===== config.mk =====
export PLATFORM = sky130hd
export DESIGN_NAME = deq_cmd_queue
export DESIGN_NICKNAME = d
export VERILOG_FILES = /design/src/sv/deq_pkg.sv /design/src/sv/deq_cmd_queue.sv
export SDC_FILE = /design/constraint.sdc
export NUM_CORES = 1
export LEC_CHECK = 0
export BUFFER_PORTS_ARGS = -buffer_cell sky130_fd_sc_hd__buf_2
export CORE_ASPECT_RATIO = 1.2
export CORE_UTILIZATION = 30
export DETAILED_ROUTE_END_ITERATION = 10
export GPL_TIMING_DRIVEN = 0
export PLACE_DENSITY = 0.63
export RECOVER_POWER = 25
export SYNTH_ARGS = -nofsm -noshare
export SYNTH_HDL_FRONTEND = slang
export SYNTH_SLANG_ARGS = --single-unit

===== constraint.sdc =====
create_clock -name clk -period 3.6 [get_ports clk]
set_clock_uncertainty 0.15 [all_clocks]
set_input_delay 0.54 -clock clk [delete_from_list [all_inputs] [get_ports clk]]
set_output_delay 0.54 -clock clk [all_outputs]
set_load 0.05 [all_outputs]

===== src/sv/deq_pkg.sv =====
// deq_pkg: shared constants, codes, command word and index helpers for the
// double-ended queue core. No dependencies; used by every deq module.
`default_nettype none

package deq_pkg;

  localparam int DEPTH   = 128;
  localparam int IDX_W   = (DEPTH > 1) ? $clog2(DEPTH) : 1;
  localparam int CNT_W   = $clog2(DEPTH + 1);
  localparam int WORD_W  = 32;
  localparam int OP_W    = 3;
  localparam int STAT_W  = 2;

  // command queue between front and back
  localparam int CQ_DEPTH = 2;
  localparam int CQ_PW    = 1;
  localparam int CQ_CW    = 2;

  typedef enum logic [OP_W-1:0] {
    OP_PUSH_FRONT = 3'd0,
    OP_PUSH_BACK  = 3'd1,
    OP_POP_FRONT  = 3'd2,
    OP_POP_BACK   = 3'd3,
    OP_PEEK_FRONT = 3'd4,
    OP_PEEK_BACK  = 3'd5,
    OP_SIZE       = 3'd6,
    OP_EMPTY      = 3'd7
  } op_t;

  typedef enum logic [STAT_W-1:0] {
    ST_OK    = 2'd0,
    ST_EMPTY = 2'd1,
    ST_FULL  = 2'd2
  } status_t;

  typedef logic [IDX_W-1:0] idx_t;
  typedef logic [CNT_W-1:0] cnt_t;

  // decoded command word handed from front to back
  typedef struct packed {
    op_t               op;
    logic              is_push;
    logic              is_pop;
    logic              is_peek;
    logic              at_back;
    logic [WORD_W-1:0] value;
  } cmd_t;

  function automatic idx_t idx_inc(input idx_t i);
    return (i == IDX_W'(DEPTH - 1)) ? '0 : idx_t'(i + 1'b1);
  endfunction

  function automatic idx_t idx_dec(input idx_t i);
    return (i == '0) ? IDX_W'(DEPTH - 1) : idx_t'(i - 1'b1);
  endfunction

endpackage

`default_nettype wire


===== src/sv/deq_cmd_queue.sv =====
// deq_cmd_queue: two-entry command queue between front and back.
// Depends on deq_pkg.
`default_nettype none

module deq_cmd_queue (
  input  wire logic   clk,
  input  wire logic   rst_n,
  input  wire logic   wr,
  input  wire deq_pkg::cmd_t wdata,
  output logic        full,
  input  wire logic   rd,
  output logic        rvalid,
  output deq_pkg::cmd_t rdata
);

  deq_pkg::cmd_t              slot_r [deq_pkg::CQ_DEPTH];
  logic [deq_pkg::CQ_PW-1:0]  wr_ptr_r, wr_ptr_nxt;
  logic [deq_pkg::CQ_PW-1:0]  rd_ptr_r, rd_ptr_nxt;
  logic [deq_pkg::CQ_CW-1:0]  cnt_r, cnt_nxt;
  logic                       do_rd;

  assign full   = (cnt_r == deq_pkg::CQ_CW'(deq_pkg::CQ_DEPTH));
  assign rvalid = (cnt_r != '0);
  assign rdata  = slot_r[rd_ptr_r];
  assign do_rd  = rd && rvalid;

  always_comb begin
    wr_ptr_nxt = wr ? deq_pkg::CQ_PW'(wr_ptr_r + 1'b1) : wr_ptr_r;
    rd_ptr_nxt = do_rd ? deq_pkg::CQ_PW'(rd_ptr_r + 1'b1) : rd_ptr_r;
    cnt_nxt    = cnt_r;
    if (wr && !do_rd) begin
      cnt_nxt = deq_pkg::CQ_CW'(cnt_r + 1'b1);
    end else if (!wr && do_rd) begin
      cnt_nxt = deq_pkg::CQ_CW'(cnt_r - 1'b1);
    end
  end

  always_ff @(posedge clk) begin
    if (!rst_n) begin
      wr_ptr_r <= '0;
      rd_ptr_r <= '0;
      cnt_r    <= '0;
    end else begin
      wr_ptr_r <= wr_ptr_nxt;
      rd_ptr_r <= rd_ptr_nxt;
      cnt_r    <= cnt_nxt;
    end
  end

  always_ff @(posedge clk) begin
    if (wr) begin
      slot_r[wr_ptr_r] <= wdata;
    end
  end

  a_cnt_bound: assert property (@(posedge clk) disable iff (!rst_n)
    cnt_r <= deq_pkg::CQ_CW'(deq_pkg::CQ_DEPTH))
    else $error("command queue count out of range");

  a_ptr_gap: assert property (@(posedge clk) disable iff (!rst_n)
    (cnt_r == '0 || cnt_r == deq_pkg::CQ_CW'(deq_pkg::CQ_DEPTH)) |-> (wr_ptr_r == rd_ptr_r))
    else $error("command queue pointers disagree with count");

  a_rd_only_valid: assert property (@(posedge clk) disable iff (!rst_n)
    (rd && !rvalid) |=> $stable(rd_ptr_r))
    else $error("read pointer moved on empty queue");

endmodule

`default_nettype wire


==> flow_summary.toml <==
[outcome]
status = "finished clean"

[cts]
clock_sinks = 83
cts_made_buffers = 9
root_buffer = "clkbuf_16"
cts_tree = "done"
post_cts_resized = 0
clk_pin_slew_ps = 60
htree_levels = 3
cts.path.max_buffers = 2
hold_buffers = 0
clk_latency_ps = 330
cts_setup_buffers = 0

[sta]
slew_viol_final = 0
fmax_mhz = 415
timing.final.crit_share = 0.669
rsz0062_at_grt = "false"
relSlewSlack = 0.607
period_needed_ps = 2410
hold_viol = 0
worst_pin_slew_ps = 588
final-setup-viol-count = 0
final.setup.tns_ps = 0

[floorplanning]
dieWidth_um = 93.7
die_area_mm2 = 0.0105
coreArea_mm2 = 0.00966
die_y_um = 112
fp-row-count = 39
num_io_pins = 84
initial_core_util = 0.313

[power_and_ir_drop]
p_switching_uw = 1050
netSwitchingFraction = 0.340
clkPwrFrac = 0.307
p_per_area_mw_per_mm2 = 780
p_seq_frac = 0.375
p_leak_uw = 0.00147
combPwrFrac = 0.317
internal_power_uw = 2040
peakVddDrop_mv = 0.428

[synthesis]
synthMuxAreaShare = 0.145
synth_xor_area_frac = 0.00868
synth-compound-area-share = 0.00826
yosys.area.top_type = "edfxtp_1"
synth.top_cell.area_share = 0.774
syn_area_per_cell_um2 = 21.2
synthSimpleGateAreaFrac = 0.0186
yosys.area_share.adder = 0.00413
postSynthCellCount = 143
ys_seq_area_frac = 0.807
yosysWarningCount = 0
yosys-top-cells-area = "edfxtp_1 77%, mux2_2 15%, dfxtp_1 3.3%, and2_1 0.83%, nor2b_1 0.62%"
synth_cell_types = 16
netlist_area_mm2 = 0.00303
syn_nets = 187
synth_seq_cells = 83
synth_top_family_by_area = "multiplexers"

[drt]
viasPerCell = 4.27
ant_nets = 0
drt_iter0_markers = 69
num_vias = 1567
drcViolationCount = 0
post_drt_wl_per_cell_um = 14.0
routed_wl_um = 5130
firstDrtPassIters = 4

[setup_path]
max_stage_delay_ps = 350
worstPathCellList = "buf_2, buf_6, mux2_2, buf_2"
crit_family = "buffers and inverters"
startpoint_type = "flop"
worstSetupPathType = "reg -> out"
crit_cells = 4
crit_buf_inv = 3
crit_fanout = 10
cp_common_cell = "buf_2"
arrival_ps = 1720
reg2reg_depth = 4
r2r_slack_ps = 1990
crit_path_top_delay_cell = "dfxtp_1"
required_ps = 2910
endpoint_kind = "output port"

[worst_hold_path]
hold_depth = 1
hp-class = "in -> reg"

[grt]
grt_pass1_vias = 1678
grt_max_degree = 24
grt_usage = 0.106
busiest_layer = "met2"
antenna_found_initial = 0
use_met2 = 0.183
overflow = 0
grt_pass1_wl_um = 8020
met3_usage = 0.0257
met1_usage = 0.113

[placed_design]
hpwl_um = 3450
gp_congestion = 0.622
port_buffers = 83
place_inst = 351

[layout]
final-instance-count-excl-fill = 367
fillers = 916
final_common_cell = "buf_2"
nNetsFinal = 283
antenna_cells = 0
area_growth_syn_to_layout_pct = 30.5
drive_gt1_frac = 0.574
layout_common_cells = "82 x buf_2, 78 x edfxtp_1, 39 x mux2_2"

[flow_run]
max_cap_viol_count = 0
## power groups by stage
stage / clock network [uW] / logic [uW] / registers, uW
finish: 947 / 978 / 1160
global route: 1010 / 1030 / 1160
CTS: 978 / 996 / 1160
detailed placement: 0 / 994 / 1180
global placement: 0 / 980 / 1180
floorplan: 0 / 793 / 1170
## sequential cells by signal, summed over array words and instances (netlist names), named ones only
name	flops
rd_ptr_r	1
slot_r	78
wr_ptr_r	1
cnt_r	2
## metal layers
| layer | share of wire | vias up |
|---|---|---|
| met5 | 0 | - |
| met4 | 0.030 | 0 |
| met3 | 0.043 | 11 |
| met2 | 0.53 | 47 |
| met1 | 0.39 | 760 |
| li1 | - | 749 |
## cell families after synthesis
| family | count (synthesis) |
|---|---|
| XOR/XNOR | 3 |
| AND/OR/NAND/NOR | 9 |
| multiplexers | 39 |
| buffers and inverters | 4 |
| flip-flops | 83 |
| AO/OA/AOI/OAI | 4 |
| adder cells (fa/ha/maj) | 1 |
## cell usage after synthesis
cell type	instances
xnor2_1	2
dfxtp_1	5
or3_1	1
buf_6	1
o21ai_1	1
or2_2	1
o21a_1	1
nor2b_1	3
buf_2	3
ha_1	1
and2_1	4
edfxtp_1	78
o21ai_0	1
mux2_2	39
a21boi_1	1
xor2_1	1
## worst reg2reg max path: stages, from the launching register on
cell	delay [ps]
dfxtp_1	350
o21ai_1	240
ha_1	310
or3_1	350
a21boi_1	140
## final timing paths
kind | startpoint | endpoint
max reg2reg | cnt_r[0] | cnt_r[1]
min | wdata[6] | slot_r[1][6]
max | flop | rdata[15]
min reg2reg | cnt_r[1] | cnt_r[1]
## area by class of cell
class	count	area, um2	area share
multi-input combinational	56	568	0.144
buffer	4	26.3	0.00665
tap	123	154	0.0390
clock buffer	10	229	0.0580
clock inverter	6	80.1	0.0203
timing repair buffer	85	450	0.114
sequential	83	2440	0.618
## per-stage QoR
step,utilization,area [um2],setup slack [ps],power [uW],hold WS [ps]
2_1_floorplan,-,3030,691,1960,324
3_3_place_gp,0.372,3600,-603,2160,340
3_5_place_dp,0.377,3650,1500,2170,352
4_1_cts,0.409,3960,1130,3130,234
5_1_grt,0.409,3950,1080,3210,232
6_report,0.409,3950,1190,3080,247
No activity file was read; power rests on OpenSTA's default activity.
